`src/gipa_pkg.sv`:
```
// Shared constants and types for the grouped id pool allocator.
`timescale 1ns / 1ps

package gipa_pkg;

	localparam int MAX_IDS    = 64;
	localparam int NUM_GROUPS = 8;

	localparam int ID_W    = $clog2(MAX_IDS);
	localparam int CNT_W   = $clog2(MAX_IDS + 1);
	localparam int GRP_W   = (NUM_GROUPS > 1) ? $clog2(NUM_GROUPS) : 1;
	localparam int LIMIT_W = 7;
	localparam int CMP_W   = (LIMIT_W > CNT_W) ? LIMIT_W : CNT_W;

	localparam logic [LIMIT_W-1:0] LIMIT_RESET = LIMIT_W'(64);

	// request queue between front and back
	localparam int QDEPTH = 2;
	localparam int QPTR_W = $clog2(QDEPTH);
	localparam int QCNT_W = $clog2(QDEPTH + 1);

	localparam logic OP_ALLOC   = 1'b0;
	localparam logic OP_RELEASE = 1'b1;

	typedef struct packed {
		logic             op;
		logic [GRP_W-1:0] grp;
	} req_t;

endpackage

```
`src/gipa_ram.sv`:
```
// Generic single-write, single-read RAM with registered read data.
`timescale 1ns / 1ps

module gipa_ram #(
	parameter int WIDTH = 8,
	parameter int DEPTH = 64
) (
	input  logic                     clk,
	input  logic                     we,
	input  logic [$clog2(DEPTH)-1:0] waddr,
	input  logic [WIDTH-1:0]         wdata,
	input  logic [$clog2(DEPTH)-1:0] raddr,
	output logic [WIDTH-1:0]         rdata
);

	logic [WIDTH-1:0] mem [DEPTH];
	logic [WIDTH-1:0] rdata_q;

	always_ff @(posedge clk) begin
		if (we) begin
			mem[waddr] <= wdata;
		end
		rdata_q <= mem[raddr];
	end

	assign rdata = rdata_q;

endmodule

```
`src/gipa_front.sv`:
```
// Request intake: classifies requests and buffers them in a short queue.
`timescale 1ns / 1ps

module gipa_front (
	input  logic                       clk,
	input  logic                       arst_n,
	input  logic                       in_valid,
	output logic                       in_stall,
	input  logic                       kind,
	input  logic [gipa_pkg::GRP_W-1:0] group,
	output logic                       q_valid,
	output gipa_pkg::req_t             q_req,
	input  logic                       q_pop
);

	gipa_pkg::req_t                     slot_q [gipa_pkg::QDEPTH];
	logic [gipa_pkg::QPTR_W-1:0]        wr_ptr_q;
	logic [gipa_pkg::QPTR_W-1:0]        rd_ptr_q;
	logic [gipa_pkg::QCNT_W-1:0]        cnt_q;
	logic                               push;
	logic                               pop;
	gipa_pkg::req_t                     req_in;

	assign in_stall = (cnt_q == gipa_pkg::QCNT_W'(gipa_pkg::QDEPTH));
	assign push     = in_valid && !in_stall;
	assign q_valid  = (cnt_q != '0);
	assign pop      = q_pop && q_valid;
	assign q_req    = slot_q[rd_ptr_q];

	always_comb begin
		req_in.op  = kind ? gipa_pkg::OP_RELEASE : gipa_pkg::OP_ALLOC;
		req_in.grp = group;
	end

	always_ff @(posedge clk) begin
		if (push) begin
			slot_q[wr_ptr_q] <= req_in;
		end
	end

	always_ff @(posedge clk or negedge arst_n) begin
		if (!arst_n) begin
			wr_ptr_q <= '0;
			rd_ptr_q <= '0;
			cnt_q    <= '0;
		end else begin
			if (push) begin
				wr_ptr_q <= (wr_ptr_q == gipa_pkg::QPTR_W'(gipa_pkg::QDEPTH - 1)) ?
					'0 : wr_ptr_q + 1'b1;
			end
			if (pop) begin
				rd_ptr_q <= (rd_ptr_q == gipa_pkg::QPTR_W'(gipa_pkg::QDEPTH - 1)) ?
					'0 : rd_ptr_q + 1'b1;
			end
			case ({push, pop})
				2'b10:   cnt_q <= cnt_q + 1'b1;
				2'b01:   cnt_q <= cnt_q - 1'b1;
				default: cnt_q <= cnt_q;
			endcase
		end
	end

endmodule

```
`src/gipa_back.sv`:
```
// Execution engine: free stack, group lists, link memory and result register.
`timescale 1ns / 1ps

module gipa_back (
	input  logic                         clk,
	input  logic                         arst_n,
	input  logic                         q_valid,
	input  gipa_pkg::req_t               q_req,
	output logic                         q_pop,
	input  logic                         cfg_we,
	input  logic [gipa_pkg::LIMIT_W-1:0] cfg_data,
	output logic                         out_valid,
	input  logic                         out_stall,
	output logic [gipa_pkg::ID_W-1:0]    set_id,
	output logic                         fresh,
	output logic                         full_res,
	output logic [gipa_pkg::CNT_W-1:0]   released
);

	localparam logic ST_IDLE = 1'b0;
	localparam logic ST_EXEC = 1'b1;

	logic                         state_q;
	logic [gipa_pkg::LIMIT_W-1:0] pool_limit_q;
	logic [gipa_pkg::CNT_W-1:0]   minted_q;
	logic [gipa_pkg::ID_W-1:0]    free_top_q;
	logic [gipa_pkg::CNT_W-1:0]   free_cnt_q;
	logic [gipa_pkg::CNT_W-1:0]   grp_cnt_q  [gipa_pkg::NUM_GROUPS];
	logic [gipa_pkg::ID_W-1:0]    grp_head_q [gipa_pkg::NUM_GROUPS];
	logic [gipa_pkg::ID_W-1:0]    grp_tail_q [gipa_pkg::NUM_GROUPS];
	gipa_pkg::req_t               req_q;

	logic                         out_valid_q;
	logic [gipa_pkg::ID_W-1:0]    out_id_q;
	logic                         out_fresh_q;
	logic                         out_full_q;
	logic [gipa_pkg::CNT_W-1:0]   out_rel_q;

	logic                         out_free;
	logic                         exec_go;
	logic [gipa_pkg::ID_W-1:0]    link_rdata;
	logic [gipa_pkg::CMP_W-1:0]   limit_ext;
	logic [gipa_pkg::CMP_W-1:0]   limit_sat;
	logic [gipa_pkg::CNT_W-1:0]   cnt_cur;
	logic [gipa_pkg::ID_W-1:0]    head_cur;
	logic [gipa_pkg::ID_W-1:0]    tail_cur;

	logic                         res_fresh;
	logic                         res_full;
	logic [gipa_pkg::ID_W-1:0]    res_id;
	logic [gipa_pkg::CNT_W-1:0]   res_rel;
	logic                         ram_we;
	logic [gipa_pkg::ID_W-1:0]    ram_waddr;
	logic [gipa_pkg::ID_W-1:0]    ram_wdata;
	logic                         alloc_ok;
	logic [gipa_pkg::ID_W-1:0]    free_top_d;
	logic [gipa_pkg::CNT_W-1:0]   free_cnt_d;
	logic [gipa_pkg::CNT_W-1:0]   minted_d;
	logic [gipa_pkg::CNT_W-1:0]   cnt_d;

	assign out_free = !out_valid_q || !out_stall;
	assign q_pop    = (state_q == ST_IDLE) && q_valid;
	assign exec_go  = (state_q == ST_EXEC) && out_free;

	assign cnt_cur  = grp_cnt_q[req_q.grp];
	assign head_cur = grp_head_q[req_q.grp];
	assign tail_cur = grp_tail_q[req_q.grp];

	// limit above the id space saturates
	assign limit_ext = gipa_pkg::CMP_W'(pool_limit_q);
	assign limit_sat = (limit_ext > gipa_pkg::CMP_W'(gipa_pkg::MAX_IDS)) ?
		gipa_pkg::CMP_W'(gipa_pkg::MAX_IDS) : limit_ext;

	// link memory is read at the stack top every cycle; the data lines up
	// with the execute cycle since the top only moves there
	gipa_ram #(
		.WIDTH (gipa_pkg::ID_W),
		.DEPTH (gipa_pkg::MAX_IDS)
	) u_link_ram (
		.clk   (clk),
		.we    (ram_we),
		.waddr (ram_waddr),
		.wdata (ram_wdata),
		.raddr (free_top_q),
		.rdata (link_rdata)
	);

	always_comb begin
		res_id     = '0;
		res_fresh  = 1'b0;
		res_full   = 1'b0;
		res_rel    = '0;
		ram_we     = 1'b0;
		ram_waddr  = '0;
		ram_wdata  = '0;
		alloc_ok   = 1'b0;
		free_top_d = free_top_q;
		free_cnt_d = free_cnt_q;
		minted_d   = minted_q;
		cnt_d      = cnt_cur;
		unique case (req_q.op)
			gipa_pkg::OP_ALLOC: begin
				if (free_cnt_q != '0) begin
					// recycle the top of the free stack
					res_id     = free_top_q;
					free_top_d = link_rdata;
					free_cnt_d = free_cnt_q - 1'b1;
					alloc_ok   = 1'b1;
				end else if (gipa_pkg::CMP_W'(minted_q) < limit_sat) begin
					res_id    = minted_q[gipa_pkg::ID_W-1:0];
					minted_d  = minted_q + 1'b1;
					res_fresh = 1'b1;
					alloc_ok  = 1'b1;
				end else begin
					res_full = 1'b1;
				end
				if (alloc_ok) begin
					ram_we    = exec_go;
					ram_waddr = res_id;
					ram_wdata = (cnt_cur == '0) ? '0 : tail_cur;
					cnt_d     = cnt_cur + 1'b1;
				end
			end
			gipa_pkg::OP_RELEASE: begin
				if (cnt_cur != '0) begin
					// splice the whole group on top of the free stack
					ram_we     = exec_go;
					ram_waddr  = head_cur;
					ram_wdata  = (free_cnt_q != '0) ? free_top_q : '0;
					free_top_d = tail_cur;
					free_cnt_d = free_cnt_q + cnt_cur;
					res_rel    = cnt_cur;
					cnt_d      = '0;
				end
			end
			default: begin
				res_id = '0;
			end
		endcase
	end

	always_ff @(posedge clk or negedge arst_n) begin
		if (!arst_n) begin
			state_q      <= ST_IDLE;
			pool_limit_q <= gipa_pkg::LIMIT_RESET;
			minted_q     <= '0;
			free_top_q   <= '0;
			free_cnt_q   <= '0;
			out_valid_q  <= 1'b0;
			for (int i = 0; i < gipa_pkg::NUM_GROUPS; i++) begin
				grp_cnt_q[i] <= '0;
			end
		end else begin
			if (cfg_we) begin
				pool_limit_q <= cfg_data;
			end
			if (exec_go) begin
				out_valid_q <= 1'b1;
			end else if (!out_stall) begin
				out_valid_q <= 1'b0;
			end
			unique case (state_q)
				ST_IDLE: begin
					if (q_valid) begin
						state_q <= ST_EXEC;
					end
				end
				ST_EXEC: begin
					if (out_free) begin
						state_q              <= ST_IDLE;
						minted_q             <= minted_d;
						free_top_q           <= free_top_d;
						free_cnt_q           <= free_cnt_d;
						grp_cnt_q[req_q.grp] <= cnt_d;
					end
				end
				default: state_q <= ST_IDLE;
			endcase
		end
	end

	always_ff @(posedge clk) begin
		if (q_pop) begin
			req_q <= q_req;
		end
		if (exec_go) begin
			out_id_q    <= res_id;
			out_fresh_q <= res_fresh;
			out_full_q  <= res_full;
			out_rel_q   <= res_rel;
			if (req_q.op == gipa_pkg::OP_ALLOC && alloc_ok) begin
				grp_tail_q[req_q.grp] <= res_id;
				if (cnt_cur == '0) begin
					grp_head_q[req_q.grp] <= res_id;
				end
			end
		end
	end

	assign out_valid = out_valid_q;
	assign set_id    = out_id_q;
	assign fresh     = out_fresh_q;
	assign full_res  = out_full_q;
	assign released  = out_rel_q;

`ifndef SYNTHESIS
	a_we_only_exec: assert property (@(posedge clk) disable iff (!arst_n)
		ram_we |-> state_q == ST_EXEC)
		else $error("link memory written outside execute");
	a_exec_holds: assert property (@(posedge clk) disable iff (!arst_n)
		(state_q == ST_EXEC && !out_free) |=> state_q == ST_EXEC && $stable(req_q))
		else $error("execute left while result register blocked");
	a_minted_mono: assert property (@(posedge clk) disable iff (!arst_n)
		1'b1 |=> minted_q >= $past(minted_q))
		else $error("minted count went down");
	a_free_bound: assert property (@(posedge clk) disable iff (!arst_n)
		free_cnt_q <= minted_q)
		else $error("more free ids than minted ids");
	a_result_after_exec: assert property (@(posedge clk) disable iff (!arst_n)
		$rose(out_valid_q) |-> $past(state_q) == ST_EXEC)
		else $error("result appeared without execute cycle");
`endif

endmodule

```
`src/grouped_id_pool_allocator_unit.sv`:
```
// Top level of the grouped id pool allocator: intake queue plus execution engine.
// Engine takes each request from the queue in its idle state while link memory is read
// at the free stack top, then does list update and result load in its execute state;
// it takes no new request before that. Requests pass the queue, req_q and the result
// register; a stalled result holds the engine, and 2 more requests may wait in queue.
// Async active-low reset empties queue and result register, clears counts, pool_limit 64.
`timescale 1ns / 1ps

module grouped_id_pool_allocator_unit (
	input  logic                         clk,
	input  logic                         arst_n,
	// request channel
	input  logic                         in_valid,
	output logic                         in_stall,
	input  logic                         kind,
	input  logic [gipa_pkg::GRP_W-1:0]   group,
	// result channel
	output logic                         out_valid,
	input  logic                         out_stall,
	output logic [gipa_pkg::ID_W-1:0]    set_id,
	output logic                         fresh,
	output logic                         full_res,
	output logic [gipa_pkg::CNT_W-1:0]   released,
	// pool_limit register write
	input  logic                         cfg_valid,
	output logic                         cfg_ready,
	input  logic [gipa_pkg::LIMIT_W-1:0] pool_limit
);

	logic           q_valid;
	logic           q_pop;
	gipa_pkg::req_t q_req;

	// register writes are always taken
	assign cfg_ready = 1'b1;

	// front end: accepts and classifies each request, queues it
	gipa_front u_front (
		.clk      (clk),
		.arst_n   (arst_n),
		.in_valid (in_valid),
		.in_stall (in_stall),
		.kind     (kind),
		.group    (group),
		.q_valid  (q_valid),
		.q_req    (q_req),
		.q_pop    (q_pop)
	);

	// back end: free stack pop/mint, group append, group release splice
	gipa_back u_back (
		.clk       (clk),
		.arst_n    (arst_n),
		.q_valid   (q_valid),
		.q_req     (q_req),
		.q_pop     (q_pop),
		.cfg_we    (cfg_valid && cfg_ready),
		.cfg_data  (pool_limit),
		.out_valid (out_valid),
		.out_stall (out_stall),
		.set_id    (set_id),
		.fresh     (fresh),
		.full_res  (full_res),
		.released  (released)
	);

endmodule

```
`config.mk`:
```
export PLATFORM = sky130hd
export DESIGN_NAME = grouped_id_pool_allocator_unit
export DESIGN_NICKNAME = d
export VERILOG_FILES = /design/src/gipa_pkg.sv /design/src/gipa_ram.sv /design/src/gipa_front.sv /design/src/gipa_back.sv /design/src/grouped_id_pool_allocator_unit.sv
export SDC_FILE = /design/constraint.sdc
export NUM_CORES = 1
export LEC_CHECK = 0
export BUFFER_PORTS_ARGS = -buffer_cell sky130_fd_sc_hd__buf_4
export CAP_MARGIN = 20
export CORE_MARGIN = 2
export CORE_UTILIZATION = 52
export DETAILED_ROUTE_END_ITERATION = 8
export PLACE_DENSITY_LB_ADDON = 0.3
export SLEW_MARGIN = 20
export SYNTH_ARGS = -nofsm -noshare
export SYNTH_HDL_FRONTEND = slang
export SYNTH_SLANG_ARGS = --single-unit
```
`constraint.sdc`:
```
create_clock -name clk -period 4.5 [get_ports clk]
set_input_delay 0.45 -clock clk [delete_from_list [all_inputs] [get_ports clk]]
set_output_delay 0.45 -clock clk [all_outputs]
set_load 0.01 [all_outputs]
```
Word level (Yosys, flattened, before mapping):

Memories as Yosys holds them, arrays and structs flattened. A register that Yosys moved wholly into a read port is not among the register bits.
Cells that the tools add are included.
Widths: inputs -> output; s select.

* flip-flop bits (word level): 104
* bits in writable memories: 488
* output and inout port bits: 18
* memories: 4

Memory list
* u_back.u_link_ram.mem: words 64, bits a word 6, read ports 1, clocked after Yosys merged registers in 1, wr ports 1, RTL line gipa_ram.sv:16 `logic [WIDTH-1:0] mem [DEPTH];`
* u_back.grp_head_q: words 8, bits a word 6, read ports 1, clocked after Yosys merged registers in 0, wr ports 1, RTL line gipa_back.sv:29 `logic [gipa_pkg::ID_W-1:0] grp_head_q [gipa_pkg::NUM_GROUPS];`
* u_back.grp_tail_q: words 8, bits a word 6, read ports 1, clocked after Yosys merged registers in 0, wr ports 1, RTL line gipa_back.sv:30 `logic [gipa_pkg::ID_W-1:0] grp_tail_q [gipa_pkg::NUM_GROUPS];`
* u_front.slot_q: words 2, bits a word 4, read ports 1, clocked after Yosys merged registers in 1, wr ports 1, RTL line gipa_front.sv:16 `gipa_pkg::req_t slot_q [gipa_pkg::QDEPTH];`

* add/subtract/negate cells: 8
* magnitude comparators: 4
* equal/unequal tests: 6
* multiplexer cells: 55
* bitwise logic cells: 4
* reductions and logical operators: 20

Operator list (count)
* $mux 6: 11
* $bwmux 56: 1
* $mux 7: 8
* $pmux 6 s2: 3
* $pmux 7 s2: 2
* $mux 1: 25
* $bmux 7 s3: 1
* $demux 7 s3: 1
* $add 7x1->7 const B: 2
* $reduce_bool 7->1: 2
* $add 7x7->7: 1
* $gt 7x7->1 const B: 1
* $logic_not 7->1: 1
* $lt 7x7->1: 1
* $sub 7x1->7 const B: 1
* $logic_and 1x1->1: 6
* $reduce_and 5->1: 1
* $eq 2x2->1 const B: 2
* $ge 4x4->1 const B: 1
* $lt 4x1->1 const B: 1
* $ne 2x1->1 const B: 2
* $not 3->4: 1
* $pmux 1 s2: 2
* $pmux 2 s2: 1
* 12 further kinds: 19

Depth between registers and ports, before layout:

* depth after elaboration: 11
* gate-level depth with buffers: 16
* mapped depth without buffers: 13

Cells and area by module:

From an unflattened synthesis, not the netlist that was laid out.

* cells, all modules: 1380
* area total of the unflattened synthesis: 24806.3 um^2

By module, submodules not included
* gipa_ram: instances 1, cells each 720, area each 15225.9 um^2, seq. area each 11651.2 um^2
* gipa_back: instances 1, cells each 628, area each 9085.0 um^2, seq. area each 5641.7 um^2
* gipa_front: instances 1, cells each 30, area each 484.2 um^2, seq. area each 340.3 um^2
* grouped_id_pool_allocator_unit: instances 1, cells each 2, area each 11.3 um^2, seq. area each 0.0 um^2

Worst setup path before layout:

No wires, ideal clock.

* path type: reg-to-reg
* start: register u_back.pool_limit_q, in the netlist u_back.limit_ext[6]
* end: memory u_back.u_link_ram.mem[30][0] (netlist name), enable pin
* library setup time: 0.350 ns
* data arrival time: 4.143 ns
* required time: 4.150 ns
* path slack: 0.007 ns
* stages on the path, launching flop included: 12
* cells stage by stage: dfstp_2 -> inv_1 -> nand2_1 -> ha_1 -> a21o_1 -> a21o_1 -> a221o_1 -> clkbuf_1 -> o41ai_1 -> a31o_2 -> nand4_1 -> nor2_1

* cells in the longest elaborated chain, start to end: 10
* elaborated cells between the ends (all ways): 14
* those cells by class: 2 x order compare; 12 x mux

RTL lines
* start: declaration: RTL line gipa_back.sv:24 `logic [gipa_pkg::LIMIT_W-1:0] pool_limit_q;`
* start signal: assignment: RTL line gipa_back.sv:145 `pool_limit_q <= gipa_pkg::LIMIT_RESET;`
* start signal: assignment: RTL line gipa_back.sv:155 `pool_limit_q <= cfg_data;`
* $gt 7x7->1: RTL line gipa_back.sv:71 `assign limit_sat = (limit_ext > gipa_pkg::CMP_W'(gipa_pkg::MAX_IDS)) ?`
* $mux 7 (*): RTL line gipa_back.sv:71
* $lt 7x7->1 (*): RTL line gipa_back.sv:109 `end else if (gipa_pkg::CMP_W'(minted_q) < limit_sat) begin`
* $mux 1: RTL line gipa_back.sv:109
* $mux 1: RTL line gipa_back.sv:103 `if (free_cnt_q != '0) begin`
* $mux 1: RTL line gipa_back.sv:101 `unique case (req_q.op)`
* $mux 1: RTL line gipa_back.sv:117 `if (alloc_ok) begin`
* $pmux 1 s2: RTL line gipa_back.sv:101
* $mux 1: RTL line gipa_ram.sv:20 `if (we) begin`
* $mux 1 (not written as such): RTL line gipa_ram.sv:21 `mem[waddr] <= wdata;`
* end: declaration: RTL line gipa_ram.sv:16

Every way passes the cells marked *; elsewhere a longest branch is shown, timed or not. The select of a mux whose other input is x is not followed.

Final worst setup path:

* start: register, netlist name u_back.req_q[0]
* end: memory u_back.u_link_ram.mem[20][0] (netlist name), enable pin

* cells in the longest elaborated chain, start to end: 9
* elaborated cells between the ends (all ways): 12
* those cells by class: 9 x mux; 1 x bitwise; 1 x reduce/logical; 1 x memory

RTL lines
* $not 3->4 (not written as such): RTL line gipa_back.sv:65 `assign cnt_cur = grp_cnt_q[req_q.grp];`
* $bmux 7 s3: RTL line gipa_back.sv:65
* $mux 7 (not written as such) (2 in series): RTL line gipa_back.sv:65
* $reduce_bool 7->1: RTL line gipa_back.sv:125 `if (cnt_cur != '0) begin`
* $mux 1: RTL line gipa_back.sv:125
* $pmux 1 s2: RTL line gipa_back.sv:101
* $mux 1: RTL line gipa_ram.sv:20
* $mux 1 (not written as such): RTL line gipa_ram.sv:21

Parallel ways exist; a longest one is shown, timed or not. The select of a mux whose other input is x is not followed.

==> results.cfg <==
[run_status]
outcome = finished clean

[critical_path]
reg2reg_from = u_back.req_q[0]$_DFFE_PP_
endpoint_kind = flip-flop
crit_type = flip-flop to flip-flop
max_stage_delay_ns = 0.57
required_ns = 4.75
path_delay_family = simple AND/OR/NAND/NOR gates
r2r_end = u_back.u_link_ram.mem[20][0]$_DFFE_PP_
crit_chain = buf_12, mux2i_1, o22a_1, and2_1, ha_1, inv_1, a311o_1, or4_4, buf_4, a31oi_4, nand3_1, nor2_1
cp_slowest_cell = edfxtp_1
crit_fanout = 41
reg2reg_slack_ns = 0.18
path_buf_inv = 3
startpoint_type = flip-flop
cp.arrival_ns = 4.58
ff2ff_path_depth = 12

[drt]
first_iter_violations = 1499
first_pass_iters = 5
vias_per_cell = 6.18
wl_um = 55300
antenna_left = 0
routedWlPerCell_um = 25.8
vias = 13300
drc = 0

[yosys]
synth-edff-count = 507
syn_area_um2 = 24500
postSynth.asyncResetShare_pct = 14.8
syn-num-nets = 1423
yosys_warnings = 0
ys_seq_area_share_pct = 71.6
ys_ff_latch = 602
yosysTopAreaCellShare_pct = 62.1
avgSynthCellArea_um2 = 17.7
ys.flop_type = edfxtp_1
synth_cell_type_count = 68
synth_top_area_cell = edfxtp_1
yosys-top-cells-area = edfxtp_1 (62%), mux4_2 (12%), dfrtp_1 (9.0%), nor2_1 (1.8%), nand2_1 (1.6%)
synth_cells = 1390

[place]
post-place-ws_ns = 0.170
gp_congestion = 0.856
dp_hpwl_um = 34900
io_buffers = 32

[floorplanning]
die_width_um = 221
die_h_um = 221
rows = 79
ios = 34
fp.dieArea_um2 = 48900
initial_core_util_pct = 52.7
core_um2 = 46600

[timing]
tightest_slew_ns = 0.894
setup_violations = 0
drv_slew = 0
finalSetupTns_ns = 0
hold_viol_final = 0
setup_slack_ns = 0.178
clock.fmax_ghz = 0.231
slew_headroom_pct = 40.0
finalCriticalPeriod_ns = 4.32
fin_skew_ns = 0.0242
rsz0062_at_grt = yes
min_period_over_period_pct = 96.1

[min_path]
holdPathStages = 2
hold_class = primary input to flip-flop
min_from = cfg_valid
hold_end = u_back.limit_ext[6]$_DFFE_PN1P_

[clock_tree]
clock-sinks = 602
worstSkewPairLatency_ns = 0.63
cts.path.max_buffers = 3
cts_buffers = 61
cts_tree = yes
cts_root_buffer = clkbuf_16
cts_max_level = 2
cts.clk_slew.worst_paths_ns = 0.06
post-cts-setup-buffers = 0

[global_routing]
grt_start_max_net_pins = 65
grt_pass1_wl_um = 84200
globalRoute.totalOverflow = 0
grt_pass1_vias = 13500
grt_usage_pct = 22.8
antenna_found_initial = 1

[job]
maxCapViolations = 0

[finish]
area_growth_pct = 13.8
final_nets = 1524
final_layout_size_suffix_gt1_share_pct = 26.3

[power]
power_density_nw_per_um2 = 773
vdd_ir_drop_max_uv = 721
p_leak_nw = 9.56
-- worst reg2reg max path, delay by kind of cell (launching register included) --
| kind | cells | cell delay (ns) |
|---|---|---|
| and+or+nand+nor | 4 | 1.74 |
| muxes | 1 | 0.23 |
| adders and majority gates | 1 | 0.19 |
| AOI/OAI and AO/OA | 3 | 0.67 |
| DFF | 1 | 0.57 |
| buffers and inverters | 3 | 0.54 |
-- how the worst max path moves through the flow --
stage	startpoint	to	slack, ns	cells after the start
finish	u_back.req_q[0]$_DFFE_PP_	u_back.u_link_ram.mem[20][0]$_DFFE_PP_	0.18	12
global route	u_back.req_q[0]$_DFFE_PP_	u_back.u_link_ram.mem[0][2]$_DFFE_PP_	-0.08	12
CTS	u_back.req_q[0]$_DFFE_PP_	u_back.u_link_ram.mem[19][2]$_DFFE_PP_	0.16	12
detailed placement	u_back.req_q[0]$_DFFE_PP_	u_back.u_link_ram.mem[17][3]$_DFFE_PP_	0.17	12
global placement	u_back.req_q[0]$_DFFE_PP_	u_back.u_link_ram.mem[6][1]$_DFFE_PP_	0.27	12
floorplan	u_back.limit_ext[6]$_DFFE_PN1P_	u_back.u_link_ram.mem[30][0]$_DFFE_PP_	0.007	11
-- layout by cell type, fill, tap and decap left out, types with 4 or more instances in the layout --
cell,Yosys,routed
dfxtp_1,6,6
edfxtp_1,507,507
xor2_1,5,5
buf_4,1,100
mux2i_1,18,18
and3_1,7,7
o31ai_1,17,17
or2_2,6,6
a21oi_1,14,14
nor2b_1,7,7
a21o_1,5,5
clkinv_1,2,15
clkinv_2,0,7
ha_1,16,16
a211oi_1,5,5
a31oi_4,4,4
and2_1,5,5
a221oi_1,15,15
o22ai_1,10,10
nand3_1,20,20
mux4_2,135,135
mux2_2,34,34
a31o_2,4,4
clkbuf_1,42,17
dlygate4sd3_1,0,5
buf_12,0,6
a22oi_1,5,5
clkbuf_16,0,63
clkinv_4,0,4
xnor2_1,17,17
a22o_2,0,6
nand2_1,102,102
nor2_1,117,105
nor3_1,12,12
nor2_2,0,12
dfrtp_1,88,86
inv_1,17,17
o21ai_0,50,50
nand2b_1,5,5
o41ai_2,1,4
-- repair_timing --
action | in CTS | in global routing
endpoints found under the setup margin | 0 | 136
gates resized for setup | 0 | 14
hold endpoints to repair | 45 | 0
hold buffers | 5 | 0
-- final cells by class --
type | instances | area [um2]
fill | 3346 | 18600
sequential | 602 | 17600
multi-input combinational | 694 | 6670
clock buffer | 82 | 1670
timing repair buffer | 112 | 948
tap | 607 | 759
clock inverter | 28 | 218
inverter | 20 | 75.1
antenna | 1 | 2.50
-- layer usage --
metal  wire length [um]  up-vias  GRT usage (%)
li1                   -     5722              -
met1              23900     6848           33.6
met2              25000      566           33.8
met3               4710      123           5.39
met4               1760        0           7.79
met5                  0        -              0
-- synthesized netlist by cell type, drive strengths merged, types with 4 or more instances --
library cell and instances:
a211oi 5, a21o 5, a21oi 14, a221oi 15, a22o 7, a22oi 5, a31o 4, a31oi 5
and2 5, and3 7, buf 32, clkbuf 42, dfrtp 88, dfxtp 6, edfxtp 507, ha 16
inv 18, mux2 34, mux2i 18, mux4 135, nand2 102, nand2b 5, nand3 23, nand4 4
nor2 117, nor2b 7, nor3 12, o21ai 51, o22ai 10, o31ai 17, o41ai 5, or2 6
xnor2 17, xor2 5
-- per-stage QoR --
stage	total power, mW	instances	hold slack, ns	util [%]	instance area (um2)
after global routing	22.5	2145	0.0456	60.0	27900
final	21.6	2146	0.0469	60.0	27900
after CTS	21.6	2144	0.0254	59.8	27800
after detailed placement	16.8	2029	0.464	55.6	25900
after floorplan	13.7	1390	0.154	-	24500
after global placement	16.6	2029	0.454	55.6	25900
-- sequential cells by signal (all words and copies together), names as in the netlist, 2 cells and up --
signal and count:
u_back.limit_ext 7, u_back.minted_q 7, u_back.grp_head_q 48, u_front.slot_q 8
u_back.grp_cnt_q 56, u_back.u_link_ram.rdata 6, u_back.released 7, u_back.free_top_q 6
u_back.req_q 4, u_front.cnt_q 2, u_back.u_link_ram.mem 384, u_back.grp_tail_q 48
u_back.free_cnt_q 7, u_back.set_id 6
-- logic make-up (layout without fill, tap and decap cells) --
logic type	after synthesis	count (layout)	share of synthesized area [%]
AOI/OAI and AO/OA	173	173	5.14
xor gates and xnor gates	22	22	0.785
adders and majority gates	17	17	0.898
buffers and inverters	94	242	1.58
DFF	602	602	71.6
muxes	187	187	14.7
other	1	2	0.0153
and+or+nand+nor	294	294	5.28
-- where the power goes --
| group | leakage, nW | internal (mW) | switching (mW) | total, mW |
|---|---|---|---|---|
| registers | 5.80 | 8.25 | 0.498 | 8.74 |
| clock network | 0.922 | 2.75 | 2.06 | 4.82 |
| logic | 2.83 | 2.97 | 5.06 | 8.03 |
| total | 9.56 | 14.0 | 7.62 | 21.6 |
Note: power is estimated with default switching activity, not from simulation.
